[config.mk]
export PLATFORM = sky130hd
export DESIGN_NAME = cad_queue
export DESIGN_NICKNAME = d
export VERILOG_FILES = /design/src/cad_pkg.sv /design/src/cad_queue.sv
export SDC_FILE = /design/constraint.sdc
export NUM_CORES = 1
export LEC_CHECK = 0
export BUFFER_PORTS_ARGS = -buffer_cell sky130_fd_sc_hd__buf_2
export CAP_MARGIN = 25
export CORE_MARGIN = 2
export CORE_UTILIZATION = 45
export CTS_CLUSTER_DIAMETER = 60
export DETAILED_ROUTE_END_ITERATION = 6
export PLACE_DENSITY = 0.7
export SLEW_MARGIN = 10
export SYNTH_ARGS = -nofsm -noshare
export SYNTH_HDL_FRONTEND = slang
export SYNTH_SLANG_ARGS = --single-unit
[constraint.sdc]
create_clock -name clock -period 5.95 [get_ports clock]
set_input_delay 1.785 -clock clock [delete_from_list [all_inputs] [get_ports clock]]
set_output_delay 1.785 -clock clock [all_outputs]
set_load 0.01 [all_outputs]
[src/cad_pkg.sv]
// Shared types and constants of the cube apodization core.
// Depends on nothing; every other file takes names from here by scope.
package cad_pkg;

   localparam int MAX_COLUMNS_DEF = 1024;
   localparam int MAX_ROWS_DEF    = 1024;
   localparam int MAX_PLANES_DEF  = 4096;

   localparam int COLS_W      = 11;
   localparam int ROWS_W      = 11;
   localparam int PLANES_W    = 13;
   localparam int EDGE_W      = 16;
   localparam int CSR_INDEX_W = 3;
   localparam int CSR_DATA_W  = 16;
   localparam int SAMPLE_W    = 32;
   localparam int WEIGHT_W    = 31;
   localparam int QUEUE_DEPTH = 2;
   localparam int DIV_N_W     = 64;
   localparam int DIV_D_W     = 32;

   localparam logic [15:0] ONE15 = 16'h8000;

   localparam logic [COLS_W-1:0]   COLS_RST   = 11'd64;
   localparam logic [ROWS_W-1:0]   ROWS_RST   = 11'd64;
   localparam logic [PLANES_W-1:0] PLANES_RST = 13'd64;
   localparam logic [EDGE_W-1:0]   INNER_RST  = 16'd15360;
   localparam logic [EDGE_W-1:0]   OUTER_RST  = 16'd16384;
   localparam logic [EDGE_W-1:0]   TIME_RST   = 16'd31744;

   typedef enum logic [CSR_INDEX_W-1:0] {
      CSR_COLUMNS   = 3'd0,
      CSR_ROWS      = 3'd1,
      CSR_PLANES    = 3'd2,
      CSR_INNER     = 3'd3,
      CSR_OUTER     = 3'd4,
      CSR_TIME_EDGE = 3'd5
   } csr_index_type;

   typedef struct packed {
      logic [COLS_W-1:0]   columns;
      logic [ROWS_W-1:0]   rows;
      logic [PLANES_W-1:0] planes;
      logic [EDGE_W-1:0]   inner_edge;
      logic [EDGE_W-1:0]   outer_edge;
      logic [EDGE_W-1:0]   time_edge;
   } cfg_type;

   typedef struct packed {
      logic signed [SAMPLE_W-1:0] sample;
      logic [WEIGHT_W-1:0]        weight;
      logic                       done;
   } entry_type;

endpackage

[src/cad_queue.sv]
// Short item queue between the weight front end and the statistics back end.
// Depends on cad_pkg for the entry type.
module cad_queue #(
   parameter int DEPTH = cad_pkg::QUEUE_DEPTH
) (
   input  logic               clock,
   input  logic               reset,
   input  logic               push_valid,
   output logic               push_ready,
   input  cad_pkg::entry_type push_entry,
   output logic               pop_valid,
   input  logic               pop,
   output cad_pkg::entry_type pop_entry
);
   localparam int AW = $clog2(DEPTH);
   localparam int NW = $clog2(DEPTH + 1);

   cad_pkg::entry_type mem_ff [DEPTH];
   logic [AW-1:0] wr_ff, rd_ff;
   logic [NW-1:0] cnt_ff;
   logic          do_push, do_pop;

   assign push_ready = (cnt_ff != NW'(DEPTH));
   assign pop_valid  = (cnt_ff != '0);
   assign do_push    = push_valid && push_ready;
   assign do_pop     = pop && pop_valid;
   assign pop_entry  = mem_ff[rd_ff];

   always_ff @(posedge clock) begin
      if (reset) begin
         wr_ff  <= '0;
         rd_ff  <= '0;
         cnt_ff <= '0;
      end else begin
         if (do_push) wr_ff <= (wr_ff == AW'(DEPTH - 1)) ? '0 : wr_ff + 1'b1;
         if (do_pop)  rd_ff <= (rd_ff == AW'(DEPTH - 1)) ? '0 : rd_ff + 1'b1;
         if (do_push && !do_pop) cnt_ff <= cnt_ff + 1'b1;
         else if (do_pop && !do_push) cnt_ff <= cnt_ff - 1'b1;
      end
   end

   always_ff @(posedge clock) begin
      if (do_push) mem_ff[wr_ff] <= push_entry;
   end
endmodule

# Word level (Yosys, flattened, before mapping)
# Memory sizes are Yosys's and may differ from the RTL's. A register that Yosys moved wholly into a read port is not among the register bits.
# Index checks and enable logic that the tools add are counted.
# classes
n_addsub,4
eq_ne,1
muxes,8
reduce_logical,8
# ops
op,count
1-bit two-way mux,6
1-bit logical AND,4
2-bit two-way mux,2
2-bit nonzero test,2
"1-bit adder, second input constant",2
"2-bit by 1-bit adder with 2-bit output, second input constant",1
1-bit logical NOT,2
"2-bit inequality test, second input constant",1
"2-bit by 1-bit subtractor with 2-bit output, second input constant",1
# word_totals
reg_bits,4
mem_bits_rw,128
in_bits,68
output_inout_bits,66
wordCells,25
n_memories,1
# mem_list
name,words,width,read_ports,rd_clocked_by_memory_dff,wr,line_no,text
mem_ff,2,64,1,1,1,cad_queue.sv:18,cad_pkg::entry_type mem_ff [DEPTH];

# Longest topological paths before layout
# logic_depth
ltp_word,6
mapped_depth,6
depth_no_buf,6

# Worst setup path after synthesis
# Ideal clock, no wire load.
# synth_path
path_type,input -> register
startpoint,in push_valid
endpoint,mem mem_ff[1][0] in the netlist's numbering (enable)
setup_ns,0.429
t_arrival_ns,3.340
required_ns,5.521
setup_slack_ns,2.181
stages,1
path_buffers,0
path_cell_list,and3_1
# synth_via
elab_chain_cells,3
# synth_rtl
item,line_no,text
from (decl),cad_queue.sv:8,"input logic push_valid,"
1-bit logical AND,cad_queue.sv:25,assign do_push = push_valid && push_ready;
1-bit two-way mux,cad_queue.sv:43,if (do_push) mem_ff[wr_ff] <= push_entry;
1-bit two-way mux (not written as such),cad_queue.sv:43,
to (decl),cad_queue.sv:18,
# Every way passes these cells.

==> impl_metrics.tcl <==
set metrics [dict create \
    synth_edf_count 128 \
    postSynthRegisterBits 133 \
    detail_route.vias_per_cell 4.785 \
    seq_area_frac_synth_pct 81.53 \
    final_min_period_over_clock_period_pct 70.17 \
    skew_ns 0.01409 \
    report.final.setup_viol 0 \
    drive_gt1_share_pct 61.20 \
    wirelength_routed_um 8351 \
    initial_utilization_pct 46.65 \
    yosysWarnings 0 \
    clock_sinks 133 \
    post_synth_num_cell_types 18 \
    die_w_um 107.7 \
    die_area_um2 11600 \
    finalCriticalPeriod_ns 4.175 \
    place.detailed.hpwl_um 5295 \
    post_layout_nonfiller_instances 520 \
    dpl.cell_count 488 \
    core.rowCount 37 \
    grtUsageTotal_pct 14.62 \
    cp_data_required_time_ns 4.16 \
    mostFrequentLayoutCell "buf_2" \
    maximum_number_of_pins_on_one_net_before_global_route_repair 38 \
    mostFrequentLayoutCells "buf_2 (133), edfxtp_1 (128), mux2_2 (64), clkbuf_16 (16), inv_6 (5)" \
    antenna_violations_before_repair 0 \
    areaGrowthSynthToFinish_pct 29.46 \
    design.final.nets 440 \
    design.portCount 134 \
    cts.hold.buffers_added 0 \
    maxCapViolations 0 \
    antenna_cells_inserted 0 \
    cp_slowest_cell "dfxtp_2" \
    cts-resized-gates 0 \
    vdd.ir_drop.worst_mv 0.2211 \
    synthesis.area_per_instance_um2 21.69 \
    design.core.area_um2 10370 \
    post_cts_buffers 0 \
    timing.hold.worst.class "reg -> reg" \
    first_pass_grt_wire_length_um 12240 \
    path_class "reg -> out" \
    routabilityCongestion 0.6925 \
    mappedNetlistNets 292 \
    cts-buffers-inserted 17 \
    ctsRootBufferMaster "clkbuf_8" \
    portBuffers 133 \
    clkSlewWorstSetupHoldPaths_ns 0.06 \
    powerDensity_nw_per_um2 457.2 \
    clock_power_share_pct 37.3 \
    fin_tns_setup_ns 0 \
    max_slew.worst_pin.slew_ns 0.8818 \
    maximum_count_of_clock_buffers_along_a_single_path 2 \
    cts.htree.levels 4 \
    chipHeight_um 107.7 \
    timing.critical_path.to_type "output port" \
    drt_iter0_markers 111 \
    path_max_fanout 36 \
    number_of_design_rule_violations_left_after_detail_routing 0 \
    netlist_area_before_placement_um2 4837 \
    worst-r2r-setup-slack_ns 3.68 \
    via_count_of_the_first_global_routing_pass 2444 \
    clock_tree_from_tritoncts "done" \
    pwr-share-seq_pct 42.8 \
    power.combinational.fraction_pct 19.8 \
    max_freq_ghz 0.2395 \
    routed_length_per_instance_um 16.06 \
    grt_overflow 0 \
    p_switching_uw 729.0 \
    swShare_pct 25.46 \
    synth-async-reset-ratio_pct 0 \
    post_synthesis_cell_count 223 \
    worstSetupStartpointType "register" \
    insertion_delay_ns 0.51 \
    final_hold_viol_count 0 \
    timing_max_transition_violations_final 0 \
    power_report.internal_total_mw 2.134 \
    p_leak_nw 2.362 \
    detailedRoute.firstPassIterationCount 4 \
    worst_ep_arrival_time_ns 2.39 \
    p_total_mw 2.863 \
    postRouteAntennaNets 0 \
    cp_cell_sequence "buf_4, mux2_2, buf_2" \
    result_of_the_run "finished clean" \
    cp_slowest_stage_delay_ns 0.77 \
    routed-via-count 2488 \
    grt_setup_unrepaired "false" \
    worst_slew_margin_rel_pct 41.22 \
    worst_hold_path_depth 2 \
    rr_worst_depth 3 \
    dominantRegCellSynth "edfxtp_1" \
]
[area by class of cell]
cell class	count	area [um2]
clock buffer	18	417.9
timing repair buffer	136	688.2
tap	136	170.2
clock inverter	14	196.4
sequential	133	3945
inverter	1	3.754
multi-input combinational	82	840.8
fill	806	4108
[per-stage QoR]
step                      cell area, um2  hold slack (ns)  utilization, %  worst slack, ns
after floorplan                     4837           0.4705               -            2.181
after global placement              5648           0.4876           54.46            2.255
after detailed placement            5648           0.4923           54.46            2.228
after CTS                           6262           0.5154           60.39            1.688
after global routing                6262           0.5363           60.39            1.594
final                               6262           0.5135           60.39            1.775
[final timing paths]
path | start | to
worst max register to register | cnt_ff[0] | mem_ff[1][48]
worst max-delay path | register | pop_entry[10]
worst min-delay path | rd_ff | rd_ff
worst min register to register | rd_ff | rd_ff
[power groups by stage]
| stage | combinational [mW] | sequential [mW] | clock (mW) |
|---|---|---|---|
| 2_1_floorplan | 0.398 | 1.22 | 0 |
| 3_3_place_gp | 0.575 | 1.24 | 0 |
| 3_5_place_dp | 0.580 | 1.25 | 0 |
| 4_1_cts | 0.583 | 1.23 | 1.09 |
| 5_1_grt | 0.617 | 1.24 | 1.13 |
| 6_report | 0.567 | 1.23 | 1.07 |
[layer usage]
layer	global-route usage, %	up-vias	share of wire, %	wire [um]
met3	5.630	4	6.7	561
met2	23.67	82	52	4340
met4	6.319	0	0.71	59
met1	17.43	1220	41	3389
li1	-	1182	-	-
met5	0	-	0	0
[worst max-delay path: cells and delay by family (launching register included)]
family / cells / cell delay [ns]
buffers and inverters: 2 / 0.70
muxes: 1 / 0.41
DFF: 1 / 0.77
[Yosys cell counts (all sizes together) (2+ instances only)]
cell type / count / area share (%)
xor2: 3 / 0.54
mux2: 64 / 15
nor2: 3 / 0.23
buf: 7 / 1.0
o21ai: 2 / 0.21
a21oi: 2 / 0.21
dfxtp: 5 / 2.1
edfxtp: 128 / 79
[registers in the layout (all words and copies together) (netlist names), named ones only]
name    flops
wr_ff       1
mem_ff    128
rd_ff       1
cnt_ff      2
[cells by family after synthesis]
kind of cell	share of synthesized area, %
flip-flops	81.53
buffers and inverters	1.112
adder cells (fa/ha/maj)	0.2586
AO/OA/AOI/OAI	0.6208
multiplexers	14.90
XOR/XNOR	0.5433
AND/OR/NAND/NOR	1.035
Power figures use the tool's default switching activity.
